[config.mk]
export PLATFORM = sky130hd
export DESIGN_NAME = tuner_pll_serial_loader
export DESIGN_NICKNAME = d
export VERILOG_FILES = /design/src/sv/tpl_pkg.sv /design/src/sv/tuner_pll_serial_loader.sv /design/src/sv/tpl_queue.sv /design/src/sv/tpl_front.sv /design/src/sv/tpl_back.sv
export SDC_FILE = /design/constraint.sdc
export NUM_CORES = 1
export LEC_CHECK = 0
export ABC_AREA = 1
export BUFFER_PORTS_ARGS = -buffer_cell sky130_fd_sc_hd__buf_2
export CAP_MARGIN = 20
export CORE_MARGIN = 2
export CORE_UTILIZATION = 57
export DETAILED_ROUTE_END_ITERATION = 12
export GPL_ROUTABILITY_DRIVEN = 0
export PLACE_DENSITY_LB_ADDON = 0.15
export SLEW_MARGIN = 0
export SYNTH_ARGS = -nofsm -noshare
export SYNTH_HDL_FRONTEND = slang
export SYNTH_SLANG_ARGS = --single-unit
[constraint.sdc]
create_clock -name clk -period 5.9 [get_ports clk]
set_input_delay 0.59 -clock clk [delete_from_list [all_inputs] [get_ports clk]]
set_output_delay 0.59 -clock clk [all_outputs]
set_load 0.02 [all_outputs]
[src/sv/tpl_pkg.sv]
// ----------------------------------------------------------------------------
// tpl_pkg
// shared constants, command codes and the queue entry type of the tuner
// synthesizer serial loader
// ----------------------------------------------------------------------------
package tpl_pkg;

  localparam int DIVIDER_BITS   = 15;
  localparam int LEAD_ZERO_BITS = 10;

  localparam int FREQ_W   = 22;
  localparam int CMD_W    = 3;
  localparam int BYTE_W   = 8;
  localparam int COUNT_W  = 2;
  localparam int STATUS_W = 8;

  // freq / 200 = (freq >> 3) / 25, done as a multiply by a rounded-up reciprocal
  localparam int DIVQ_IN_W  = FREQ_W - 3;
  localparam int RECIP_W    = 20;
  localparam int RECIP_SH   = 24;
  localparam logic [RECIP_W-1:0] RECIP_25 = RECIP_W'(671089);
  localparam int PROD_W     = DIVQ_IN_W + RECIP_W;
  localparam int QUOT_W     = 15;
  localparam int DIV_FULL_W = 16;
  localparam logic [DIV_FULL_W-1:0] DIV_OFFSET = DIV_FULL_W'(856);
  localparam int DIV_EXT_W  = (DIVIDER_BITS > DIV_FULL_W) ? DIVIDER_BITS : DIV_FULL_W;

  // serializer steps: preamble, lead zeros, divider bits, trailer
  localparam int TRAIL_STEP_I = LEAD_ZERO_BITS + DIVIDER_BITS + 1;
  localparam int STEP_W       = $clog2(TRAIL_STEP_I + 1);

  localparam logic [CMD_W-1:0] CMD_SET_FREQ  = 3'd0;
  localparam logic [CMD_W-1:0] CMD_MUTE      = 3'd1;
  localparam logic [CMD_W-1:0] CMD_UNMUTE    = 3'd2;
  localparam logic [CMD_W-1:0] CMD_READ_SIG  = 3'd3;
  localparam logic [CMD_W-1:0] CMD_READ_FREQ = 3'd4;

  localparam logic [BYTE_W-1:0] PRE_BYTE_A  = 8'hc8;
  localparam logic [BYTE_W-1:0] PRE_BYTE_B  = 8'hc9;
  localparam logic [BYTE_W-1:0] TRAIL_BYTE  = 8'hc8;
  localparam logic [BYTE_W-1:0] ZERO_OUTER  = 8'd1;
  localparam logic [BYTE_W-1:0] ZERO_INNER  = 8'd3;
  localparam logic [BYTE_W-1:0] ONE_OUTER   = 8'd5;
  localparam logic [BYTE_W-1:0] ONE_INNER   = 8'd7;
  localparam logic [BYTE_W-1:0] MUTE_BYTE   = 8'd1;
  localparam logic [BYTE_W-1:0] UNMUTE_BYTE = 8'd0;

  localparam int QDEPTH = 2;
  localparam int QPTR_W = $clog2(QDEPTH);
  localparam int QCNT_W = $clog2(QDEPTH + 1);

  typedef struct packed {
    logic [CMD_W-1:0]        kind;
    logic [DIVIDER_BITS-1:0] divider;
    logic                    muted;
    logic                    sig;
    logic [FREQ_W-1:0]       freq;
  } tpl_entry_t;

  typedef struct packed {
    logic [BYTE_W-1:0]  byte_a;
    logic [BYTE_W-1:0]  byte_b;
    logic [BYTE_W-1:0]  byte_c;
    logic [COUNT_W-1:0] count;
    logic               last;
    logic               sig;
    logic [FREQ_W-1:0]  freq;
  } tpl_result_t;

  typedef struct packed {
    logic full;
    logic empty;
  } tpl_qstat_t;

endpackage

[src/sv/tuner_pll_serial_loader.sv]
// ----------------------------------------------------------------------------
// tuner_pll_serial_loader
// turns tuner commands into the port write groups that load a radio card's
// synthesizer, and answers signal and frequency reads
//
//   channel   ports                                   direction
//   in        in_valid, in_stall, in_cmd,             command requests
//             in_freq_in, in_status_byte
//   out       out_valid, out_stall, out_port_byte_*,  result requests
//             out_byte_count, out_last,
//             out_signal_present, out_freq_out
//
// set frequency gives 1 + LEAD_ZERO_BITS + DIVIDER_BITS + 1 results (27),
// one per unstalled cycle from the serializer in the back; other commands give
// at most one result; a two-entry queue parts the front from the back, so
// commands are taken while the serializer runs until the queue fills
// a taken command is written to the queue, then popped into the output register
// rst_n clears mute to set, stored frequency to zero, queue and output empty
// ----------------------------------------------------------------------------
module tuner_pll_serial_loader (
  input  logic                          clk,
  input  logic                          rst_n,
  input  logic                          in_valid,
  output logic                          in_stall,
  input  logic [tpl_pkg::CMD_W-1:0]     in_cmd,
  input  logic [tpl_pkg::FREQ_W-1:0]    in_freq_in,
  input  logic [tpl_pkg::STATUS_W-1:0]  in_status_byte,
  output logic                          out_valid,
  input  logic                          out_stall,
  output logic [tpl_pkg::BYTE_W-1:0]    out_port_byte_a,
  output logic [tpl_pkg::BYTE_W-1:0]    out_port_byte_b,
  output logic [tpl_pkg::BYTE_W-1:0]    out_port_byte_c,
  output logic [tpl_pkg::COUNT_W-1:0]   out_byte_count,
  output logic                          out_last,
  output logic                          out_signal_present,
  output logic [tpl_pkg::FREQ_W-1:0]    out_freq_out
);
  import tpl_pkg::*;

  tpl_qstat_t qstat;
  tpl_entry_t push_data;
  tpl_entry_t head;
  logic       push;
  logic       pop;

  tpl_front u_front (
    .clk            (clk),
    .rst_n          (rst_n),
    .in_valid       (in_valid),
    .in_stall       (in_stall),
    .in_cmd         (in_cmd),
    .in_freq_in     (in_freq_in),
    .in_status_byte (in_status_byte),
    .qstat          (qstat),
    .push           (push),
    .push_data      (push_data)
  );

  tpl_queue u_queue (
    .clk       (clk),
    .rst_n     (rst_n),
    .push      (push),
    .push_data (push_data),
    .pop       (pop),
    .head      (head),
    .stat      (qstat)
  );

  tpl_back u_back (
    .clk                (clk),
    .rst_n              (rst_n),
    .head               (head),
    .qstat              (qstat),
    .pop                (pop),
    .out_valid          (out_valid),
    .out_stall          (out_stall),
    .out_port_byte_a    (out_port_byte_a),
    .out_port_byte_b    (out_port_byte_b),
    .out_port_byte_c    (out_port_byte_c),
    .out_byte_count     (out_byte_count),
    .out_last           (out_last),
    .out_signal_present (out_signal_present),
    .out_freq_out       (out_freq_out)
  );

  a_queue_sane: assert property (@(posedge clk) disable iff (!rst_n)
    !(qstat.full && qstat.empty))
    else $error("queue full and empty at once");

  a_stall_full: assert property (@(posedge clk) disable iff (!rst_n)
    in_stall |-> qstat.full)
    else $error("input stalled with room in queue");

  a_run_continues: assert property (@(posedge clk) disable iff (!rst_n)
    out_valid && !out_stall && !out_last |=> out_valid)
    else $error("serializer gap inside a run");

  a_read_single: assert property (@(posedge clk) disable iff (!rst_n)
    out_valid && out_byte_count == '0 |-> out_last)
    else $error("read result not marked last");

  a_sig_only_read: assert property (@(posedge clk) disable iff (!rst_n)
    out_valid && out_signal_present |-> out_byte_count == '0)
    else $error("signal flag on a port write group");

endmodule

[src/sv/tpl_queue.sv]
// ----------------------------------------------------------------------------
// tpl_queue
// short fifo of classified requests between the front and the back
// ----------------------------------------------------------------------------
module tpl_queue (
  input  logic                clk,
  input  logic                rst_n,
  input  logic                push,
  input  tpl_pkg::tpl_entry_t push_data,
  input  logic                pop,
  output tpl_pkg::tpl_entry_t head,
  output tpl_pkg::tpl_qstat_t stat
);
  import tpl_pkg::*;

  tpl_entry_t          mem_r [QDEPTH];
  logic [QPTR_W-1:0]   wr_ptr_r, wr_ptr_nxt;
  logic [QPTR_W-1:0]   rd_ptr_r, rd_ptr_nxt;
  logic [QCNT_W-1:0]   cnt_r, cnt_nxt;
  logic                do_push, do_pop;

  assign stat.full  = (cnt_r == QCNT_W'(QDEPTH));
  assign stat.empty = (cnt_r == '0);
  assign do_push    = push && !stat.full;
  assign do_pop     = pop && !stat.empty;
  assign head       = mem_r[rd_ptr_r];

  always_comb begin
    wr_ptr_nxt = do_push ? QPTR_W'(wr_ptr_r + 1'b1) : wr_ptr_r;
    rd_ptr_nxt = do_pop ? QPTR_W'(rd_ptr_r + 1'b1) : rd_ptr_r;
    cnt_nxt    = cnt_r;
    if (do_push && !do_pop) begin
      cnt_nxt = QCNT_W'(cnt_r + 1'b1);
    end else if (do_pop && !do_push) begin
      cnt_nxt = QCNT_W'(cnt_r - 1'b1);
    end
  end

  always_ff @(posedge clk) begin
    if (!rst_n) begin
      wr_ptr_r <= '0;
      rd_ptr_r <= '0;
      cnt_r    <= '0;
    end else begin
      wr_ptr_r <= wr_ptr_nxt;
      rd_ptr_r <= rd_ptr_nxt;
      cnt_r    <= cnt_nxt;
    end
  end

  always_ff @(posedge clk) begin
    if (do_push) begin
      mem_r[wr_ptr_r] <= push_data;
    end
  end

endmodule

[src/sv/tpl_front.sv]
// ----------------------------------------------------------------------------
// tpl_front
// accepts commands, keeps mute and frequency state, forms the divider and
// queues the requests that give results
// ----------------------------------------------------------------------------
module tpl_front (
  input  logic                           clk,
  input  logic                           rst_n,
  input  logic                           in_valid,
  output logic                           in_stall,
  input  logic [tpl_pkg::CMD_W-1:0]      in_cmd,
  input  logic [tpl_pkg::FREQ_W-1:0]     in_freq_in,
  input  logic [tpl_pkg::STATUS_W-1:0]   in_status_byte,
  input  tpl_pkg::tpl_qstat_t            qstat,
  output logic                           push,
  output tpl_pkg::tpl_entry_t            push_data
);
  import tpl_pkg::*;

  logic                  muted_r, muted_nxt;
  logic [FREQ_W-1:0]     freq_r, freq_nxt;
  logic                  accept;
  logic [PROD_W-1:0]     prod;
  logic [QUOT_W-1:0]     quot;
  logic [DIV_FULL_W-1:0] div_full;
  logic [DIV_EXT_W-1:0]  div_ext;

  assign in_stall = qstat.full;
  assign accept   = in_valid && !in_stall;

  // divide by 200, then add DIV_OFFSET
  assign prod     = PROD_W'(in_freq_in[FREQ_W-1:3]) * PROD_W'(RECIP_25);
  assign quot     = prod[RECIP_SH +: QUOT_W];
  assign div_full = DIV_FULL_W'(quot) + DIV_OFFSET;
  assign div_ext  = DIV_EXT_W'(div_full);

  always_comb begin
    muted_nxt = muted_r;
    freq_nxt  = freq_r;
    push      = 1'b0;
    push_data.kind    = in_cmd;
    push_data.divider = div_ext[DIVIDER_BITS-1:0];
    push_data.muted   = muted_r;
    push_data.sig     = !in_status_byte[1];
    push_data.freq    = freq_r;
    if (accept) begin
      case (in_cmd)
        CMD_SET_FREQ: begin
          push     = 1'b1;
          freq_nxt = in_freq_in;
        end
        CMD_MUTE: begin
          push      = !muted_r;
          muted_nxt = 1'b1;
        end
        CMD_UNMUTE: begin
          push      = muted_r;
          muted_nxt = 1'b0;
        end
        CMD_READ_SIG: begin
          push = 1'b1;
        end
        CMD_READ_FREQ: begin
          push = 1'b1;
        end
        default: begin
          push = 1'b0;
        end
      endcase
    end
  end

  always_ff @(posedge clk) begin
    if (!rst_n) begin
      muted_r <= 1'b1;
      freq_r  <= '0;
    end else begin
      muted_r <= muted_nxt;
      freq_r  <= freq_nxt;
    end
  end

endmodule

[src/sv/tpl_back.sv]
// ----------------------------------------------------------------------------
// tpl_back
// takes queued requests and emits the port write groups and read results,
// serializing the synthesizer load one group per unstalled cycle into an output register
// ----------------------------------------------------------------------------
module tpl_back (
  input  logic                          clk,
  input  logic                          rst_n,
  input  tpl_pkg::tpl_entry_t           head,
  input  tpl_pkg::tpl_qstat_t           qstat,
  output logic                          pop,
  output logic                          out_valid,
  input  logic                          out_stall,
  output logic [tpl_pkg::BYTE_W-1:0]    out_port_byte_a,
  output logic [tpl_pkg::BYTE_W-1:0]    out_port_byte_b,
  output logic [tpl_pkg::BYTE_W-1:0]    out_port_byte_c,
  output logic [tpl_pkg::COUNT_W-1:0]   out_byte_count,
  output logic                          out_last,
  output logic                          out_signal_present,
  output logic [tpl_pkg::FREQ_W-1:0]    out_freq_out
);
  import tpl_pkg::*;

  logic                    busy_r, busy_nxt;
  logic [STEP_W-1:0]       step_r, step_nxt;
  logic [DIVIDER_BITS-1:0] shift_r, shift_nxt;
  logic                    muted_r, muted_nxt;
  logic                    out_valid_r, out_valid_nxt;
  tpl_result_t             res_r, res_nxt;
  logic                    load;

  assign load = !out_valid_r || !out_stall;

  function automatic tpl_result_t bit_group(input logic one);
    tpl_result_t r;
    r        = '0;
    r.byte_a = one ? ONE_OUTER : ZERO_OUTER;
    r.byte_b = one ? ONE_INNER : ZERO_INNER;
    r.byte_c = one ? ONE_OUTER : ZERO_OUTER;
    r.count  = 2'd3;
    return r;
  endfunction

  always_comb begin
    busy_nxt      = busy_r;
    step_nxt      = step_r;
    shift_nxt     = shift_r;
    muted_nxt     = muted_r;
    out_valid_nxt = out_valid_r && out_stall;
    res_nxt       = res_r;
    pop           = 1'b0;
    if (load && busy_r) begin
      out_valid_nxt = 1'b1;
      step_nxt      = STEP_W'(step_r + 1'b1);
      if (step_r == STEP_W'(TRAIL_STEP_I)) begin
        res_nxt        = '0;
        res_nxt.byte_a = TRAIL_BYTE;
        res_nxt.count  = muted_r ? 2'd1 : 2'd2;
        res_nxt.last   = 1'b1;
        busy_nxt       = 1'b0;
      end else if (step_r <= STEP_W'(LEAD_ZERO_BITS)) begin
        res_nxt = bit_group(1'b0);
      end else begin
        res_nxt   = bit_group(shift_r[DIVIDER_BITS-1]);
        shift_nxt = {shift_r[DIVIDER_BITS-2:0], 1'b0};
      end
    end else if (load && !qstat.empty) begin
      pop           = 1'b1;
      out_valid_nxt = 1'b1;
      res_nxt       = '0;
      res_nxt.last  = 1'b1;
      case (head.kind)
        CMD_SET_FREQ: begin
          res_nxt.byte_a = PRE_BYTE_A;
          res_nxt.byte_b = PRE_BYTE_B;
          res_nxt.byte_c = PRE_BYTE_B;
          res_nxt.count  = 2'd3;
          res_nxt.last   = 1'b0;
          busy_nxt       = 1'b1;
          step_nxt       = STEP_W'(1);
          shift_nxt      = head.divider;
          muted_nxt      = head.muted;
        end
        CMD_MUTE: begin
          res_nxt.byte_a = MUTE_BYTE;
          res_nxt.count  = 2'd1;
        end
        CMD_UNMUTE: begin
          res_nxt.byte_a = UNMUTE_BYTE;
          res_nxt.count  = 2'd1;
        end
        CMD_READ_SIG: begin
          res_nxt.sig = head.sig;
        end
        CMD_READ_FREQ: begin
          res_nxt.freq = head.freq;
        end
        default: begin
          res_nxt.last = 1'b1;
        end
      endcase
    end
  end

  always_ff @(posedge clk) begin
    if (!rst_n) begin
      busy_r      <= 1'b0;
      step_r      <= '0;
      out_valid_r <= 1'b0;
    end else begin
      busy_r      <= busy_nxt;
      step_r      <= step_nxt;
      out_valid_r <= out_valid_nxt;
    end
  end

  always_ff @(posedge clk) begin
    shift_r <= shift_nxt;
    muted_r <= muted_nxt;
    res_r   <= res_nxt;
  end

  assign out_valid          = out_valid_r;
  assign out_port_byte_a    = res_r.byte_a;
  assign out_port_byte_b    = res_r.byte_b;
  assign out_port_byte_c    = res_r.byte_c;
  assign out_byte_count     = res_r.count;
  assign out_last           = res_r.last;
  assign out_signal_present = res_r.sig;
  assign out_freq_out       = res_r.freq;

endmodule
==> results of run 1 <==
stage by stage:
step	TNS, ns	util (%)	instances	setup WS (ns)	area, sq um
2_1_floorplan	0	-	1508	0.0169	13800
3_3_place_gp	-4.49	65.2	1995	-0.340	15400
3_5_place_dp	-5.82	65.2	1995	-0.391	15400
4_1_cts	0	67.7	2027	0.0463	16000
5_1_grt	-0.0272	68.5	2030	-0.00985	16200
6_report	0	68.5	2031	0.217	16200
cell families after synthesis:
kind of cell | share of synthesized area, %
buf+inv | 11.1
xor+xnor | 0.635
simple gates | 15.4
fa+ha+maj | 33.2
compound gates | 5.60
flops | 34.1
other cells | 0.0272
cell usage after synthesis (all sizes together) (2+ instances only):
library cell	instances
o21ai	42
nand3	29
nor3	8
nor2	122
clkbuf	19
buf	18
inv	350
fa	125
clkinv	2
ha	166
dfxtp	35
edfxtp	133
xnor2	3
nand4	4
a31oi	17
nor3b	2
nand2	327
xor2	7
nand3b	4
o21bai	4
or2	6
a21oi	70
critical path: cells and delay by family:
kind / cells / cell delay [ns]
buf+inv: 6 / 0.39
fa+ha+maj: 8 / 3.66
simple gates: 16 / 1.18
path summary, 6_finish.rpt:
path	endpoint	cells past startpoint	from
min	u_front.freq_r[2]	3	in_freq_in[2]
max	u_queue.mem_r[0][35]	30	in_freq_in[21]
min reg2reg	u_queue.mem_r[1][7]	0	u_front.freq_r[7]
max reg2reg	u_back.out_freq_out[15]	8	register
registers in the layout, summed over array words and instances, names as in the netlist, 2 cells and up, named ones only:
register	count
u_back.out_port_byte_b	2
u_front.freq_r	22
u_back.out_port_byte_a	3
u_back.out_port_byte_c	2
u_queue.cnt_r	2
u_back.step_r	5
u_back.shift_r	15
u_queue.mem_r	84
u_back.out_freq_out	22
u_back.out_byte_count	2
layer usage:
layer / part of all wire, % / vias up / track usage [%]
met5: 0 / - / 0
met4: 2.7 / 0 / 7.69
met3: 3.5 / 36 / 2.76
met2: 51 / 218 / 45.4
met1: 42 / 4801 / 30.2
li1: - / 5059 / -
cell type report:
class	instances	area [sq um]	area share, %
diodes	1	2.50	0.0155
clock inverters	14	158	0.975
well taps	319	399	2.47
flip-flops and latches	168	4690	29.0
inverters	352	1320	8.18
clock buffers	18	429	2.65
repair buffers	208	1380	8.53
multi-input cells	951	7780	48.1
what timing repair did:
item | 4_1_cts | 5_1_grt
endpoints found under the setup margin | 0 | 18
gates resized for setup | 0 | 32
buffers inserted | 0 | 3
==> run_results.csv, run 1 <==
group,metric,value,unit
finish,layout.nets,2026,
finish,drive_gt1_share,19.3,%
logic_synthesis,async_flop_share,0,%
cts,cts-root-buf,"clkbuf_16",
logic_synthesis,synthCells,1501,
finish,final_cell_mix,"342 x inv_1, 298 x nand2_1, 158 x ha_1, 135 x buf_4, 133 x edfxtp_1",
cts,clk_latency,0.42,ns
detailed_routing,drt_iter0_markers,432,
logic_synthesis,ys_seq_area_share,34.1,%
grt,grt_first_pass_wirelength,49200,um
logic_synthesis,synth_cell_types,45,
detailed_routing,drtAntennaViolNets,0,
worst_setup_path,critical_path_required,6.07,ns
floorplanning,die_height,160,um
worst_setup_path,end_kind,"register",
logic_synthesis,yosysWarnings,0,
floorplanning,row_count,56,
detailed_routing,firstDrtPassIters,5,
cts,cts-htree-levels,4,
run_status,status,"complete, no violations",
worst_setup_path,path_common_cell,"nand2_1",
detailed_routing,wl,30100,um
timing,period_minus_slack,5.68,ns
detailed_routing,drc,0,
worst_setup_path,cp.arrival,5.85,ns
grt,grt_usage,24.6,%
floorplanning,core,23600,sq um
timing,final_max_slew_viol_count,0,
grt,grt_pass1_vias,10200,
cts,cts_buffer_depth,2,
grt,grt_max_degree,45,
floorplanning,io_pins,89,
cts,clock_sinks,168,
finish,final_common_cell,"inv_1",
detailed_routing,num_vias,10100,
logic_synthesis,post-synth-top-area-cell,"edfxtp_1",
grt,antenna_found_initial,1,
logic_synthesis,synth_edf_count,133,
finish,num-fill-cells,1881,
grt,grt-ovfl-total,0,
timing,relSlewSlack,35.1,%
logic_synthesis,synth-main-ff-cell,"edfxtp_1",
run,cap_viol_max_count,0,
timing,timing_hold_violations_final,0,
placement,post-dp-hpwl,24800,um
timing,finClkSkew,0.0104,ns
timing,hold_slack,0.390,ns
floorplanning,die_area,25400,sq um
logic_synthesis,syn_avg_cell_area,9.19,sq um
timing,timing.fmax,176,MHz
logic_synthesis,ys_ff_latch,168,
worst_setup_path,path_max_fanout,5,
cts,cts_tree,"yes",
finish,area_delta_synth_final,17.3,%
placement,port-buffer-count,73,
timing,setup_viol,0,
worst_setup_path,r2r_slack,2.75,ns
detailed_routing,wl_per_cell,14.8,um
timing,tightest_slew,0.971,ns
logic_synthesis,synth_top_area_share,29.0,%
worst_setup_path,crit_path_top_delay_cell,"fa_2",
cts,hold_buffers,0,
logic_synthesis,synth_area_leaders,"edfxtp_1 29%, fa_1 18%, ha_1 15%",
detailed_routing,via_per_inst,4.98,
logic_synthesis,syn_area,13800,sq um
floorplanning,start_util,58.4,%
worst_setup_path,critPathKind,"in -> reg",
cts,numCtsBuffers,17,
worst_hold_path,hold_class,"in -> reg",
timing,finalCritPeriodShare,96.3,%
worst_setup_path,startpoint_type,"input port",
floorplanning,die_w,160,um
worst_setup_path,crit_path_max_incr_delay,0.63,ns
cts,path_clk_slew,0.07,ns
Power of run 1 is not shown: default switching activity piles up to over one toggle a cycle in this logic, so the estimate is an artifact.
==> run 2, diff against run 1 <==
--- a/config.mk
+++ b/config.mk
@@ -12,7 +12,7 @@
 export CORE_UTILIZATION = 57
 export DETAILED_ROUTE_END_ITERATION = 12
 export GPL_ROUTABILITY_DRIVEN = 0
-export PLACE_DENSITY_LB_ADDON = 0.15
+export PLACE_DENSITY = 0.8
 export SLEW_MARGIN = 0
 export SYNTH_ARGS = -nofsm -noshare
 export SYNTH_HDL_FRONTEND = slang
==> run 2 against run 1 <==
Die area did not move. Flip-flop and latch count stayed put. Clock skew is 0.0028 ns lower. Worst hold slack gained 0.0031 ns. Core utilization fell by 0.085 points. Critical endpoint is now u_queue.mem_r[0][37]. Highest routed layer is now met5.
==> run_results.csv, run 2 (synthesized netlist as in run 1, its figures left out) <==
group,metric,value,unit
worst_setup_path,critPathKind,"in -> reg",
finish,final_cell_mix,"343 x inv_1, 300 x nand2_1, 156 x ha_1, 133 x edfxtp_1, 128 x buf_4",
worst_setup_path,critical_path_required,6.07,ns
floorplanning,die_area,25400,sq um
timing,final_max_slew_viol_count,0,
timing,relSlewSlack,34.2,%
timing,timing.fmax,176,MHz
detailed_routing,via_per_inst,5.14,
timing,period_minus_slack,5.68,ns
floorplanning,die_w,160,um
finish,largest_register_ffs,84,
grt,grt_pass1_vias,10600,
finish,utilization,68.4,%
floorplanning,io_pins,89,
cts,clock_sinks,168,
timing,tightest_slew,0.984,ns
cts,cts_tree,"yes",
finish,final_common_cell,"inv_1",
timing,setup_viol,0,
timing,finClkSkew,0.00761,ns
detailed_routing,drtAntennaViolNets,0,
grt,grt_max_degree,44,
placement,port-buffer-count,73,
detailed_routing,firstDrtPassIters,5,
finish,drive_gt1_share,18.9,%
cts,path_clk_slew,0.06,ns
worst_setup_path,path_max_fanout,5,
floorplanning,start_util,58.4,%
timing,tns,0,ns
finish,area_delta_synth_final,17.1,%
cts,numCtsBuffers,17,
placement,placed_area,15400,sq um
worst_hold_path,hold_class,"in -> reg",
grt,grt_first_pass_wirelength,50700,um
worst_setup_path,end_kind,"register",
placement,post-dp-hpwl,25200,um
worst_setup_path,startpoint_type,"input port",
cts,cts_buffer_depth,2,
finish,layout.nets,2023,
timing,fin_ws,0.217,ns
floorplanning,die_height,160,um
grt,grt_usage,25.2,%
finish,largest-register,"u_queue.mem_r",
detailed_routing,wl_per_cell,15.5,um
detailed_routing,num_vias,10400,
timing,finalCritPeriodShare,96.3,%
cts,cts-root-buf,"clkbuf_16",
detailed_routing,wl,31400,um
detailed_routing,drt_iter0_markers,540,
grt,antenna_found_initial,2,
cts,hold_buffers,0,
run,cap_viol_max_count,0,
timing,timing_hold_violations_final,0,
cts,clk_latency,0.42,ns
floorplanning,core,23600,sq um
finish,design_area,16100,sq um
detailed_routing,drc,0,
floorplanning,row_count,56,
worst_setup_path,cp.arrival,5.85,ns
grt,grt-ovfl-total,0,
run_status,status,"complete, no violations",
placement,place_worst_setup_slack,-0.385,ns
cts,cts-htree-levels,4,
run 2: critical path, cell delays in order:
cell	delay [ns]
buf_2	0.13
buf_4	0.17
ha_1	0.29
inv_1	0.06
fa_1	0.49
fa_1	0.51
inv_1	0.05
fa_1	0.48
fa_1	0.56
inv_1	0.06
fa_1	0.55
inv_1	0.05
ha_1	0.34
nand2_2	0.09
nor2_1	0.19
nand2_1	0.14
nor2_1	0.13
nand2_1	0.08
nand4_1	0.09
nand2_2	0.07
ha_2	0.18
nand3b_1	0.16
nand2_2	0.09
nand2_2	0.07
nand2_4	0.08
nand2_1	0.05
nand2_1	0.05
nand2_1	0.06
run 2: final timing paths:
check / slack [ns] / end / start / depth (start not counted)
worst max-delay path: 0.22 / u_queue.mem_r[0][37] / in_freq_in[11] / 28
worst min-delay path: 0.39 / u_front.freq_r[2] / in_freq_in[2] / 3
worst max register to register: 3.22 / u_back.out_freq_out[12] / u_back.busy_r / 5
worst min register to register: 0.45 / u_queue.mem_r[0][2] / u_front.freq_r[2] / 0
run 2: area by class of cell:
| cell class | count | area (sq um) |
|---|---|---|
| Antenna cell | 1 | 2.50 |
| Timing Repair Buffer | 205 | 1400 |
| Clock buffer | 22 | 474 |
| Fill cell | 1723 | 7470 |
| Inverter | 352 | 1320 |
| Tap cell | 319 | 399 |
| Clock inverter | 10 | 70.1 |
| Multi-Input combinational cell | 951 | 7790 |
| Sequential cell | 168 | 4690 |
run 2: what timing repair did:
item	CTS	global route
resized for setup	0	34
setup buffers	0	1
endpoints found under the setup margin	0	18
run 2: through the flow:
stage | hold slack, ns | instances
3_3_place_gp | 0.426 | 1992
4_1_cts | 0.377 | 2025
2_1_floorplan | 0.420 | 1508
5_1_grt | 0.412 | 2028
3_5_place_dp | 0.433 | 1993
6_report | 0.393 | 2028
run 2: layer usage:
metal	vias up	wire length [um]	track usage [%]
met1	4967	12500	30.7
met2	353	16300	45.9
met4	2	957	8.18
met3	66	1750	3.49
li1	5045	-	-
met5	-	15	0
Power of run 2 is left out for the same reason.
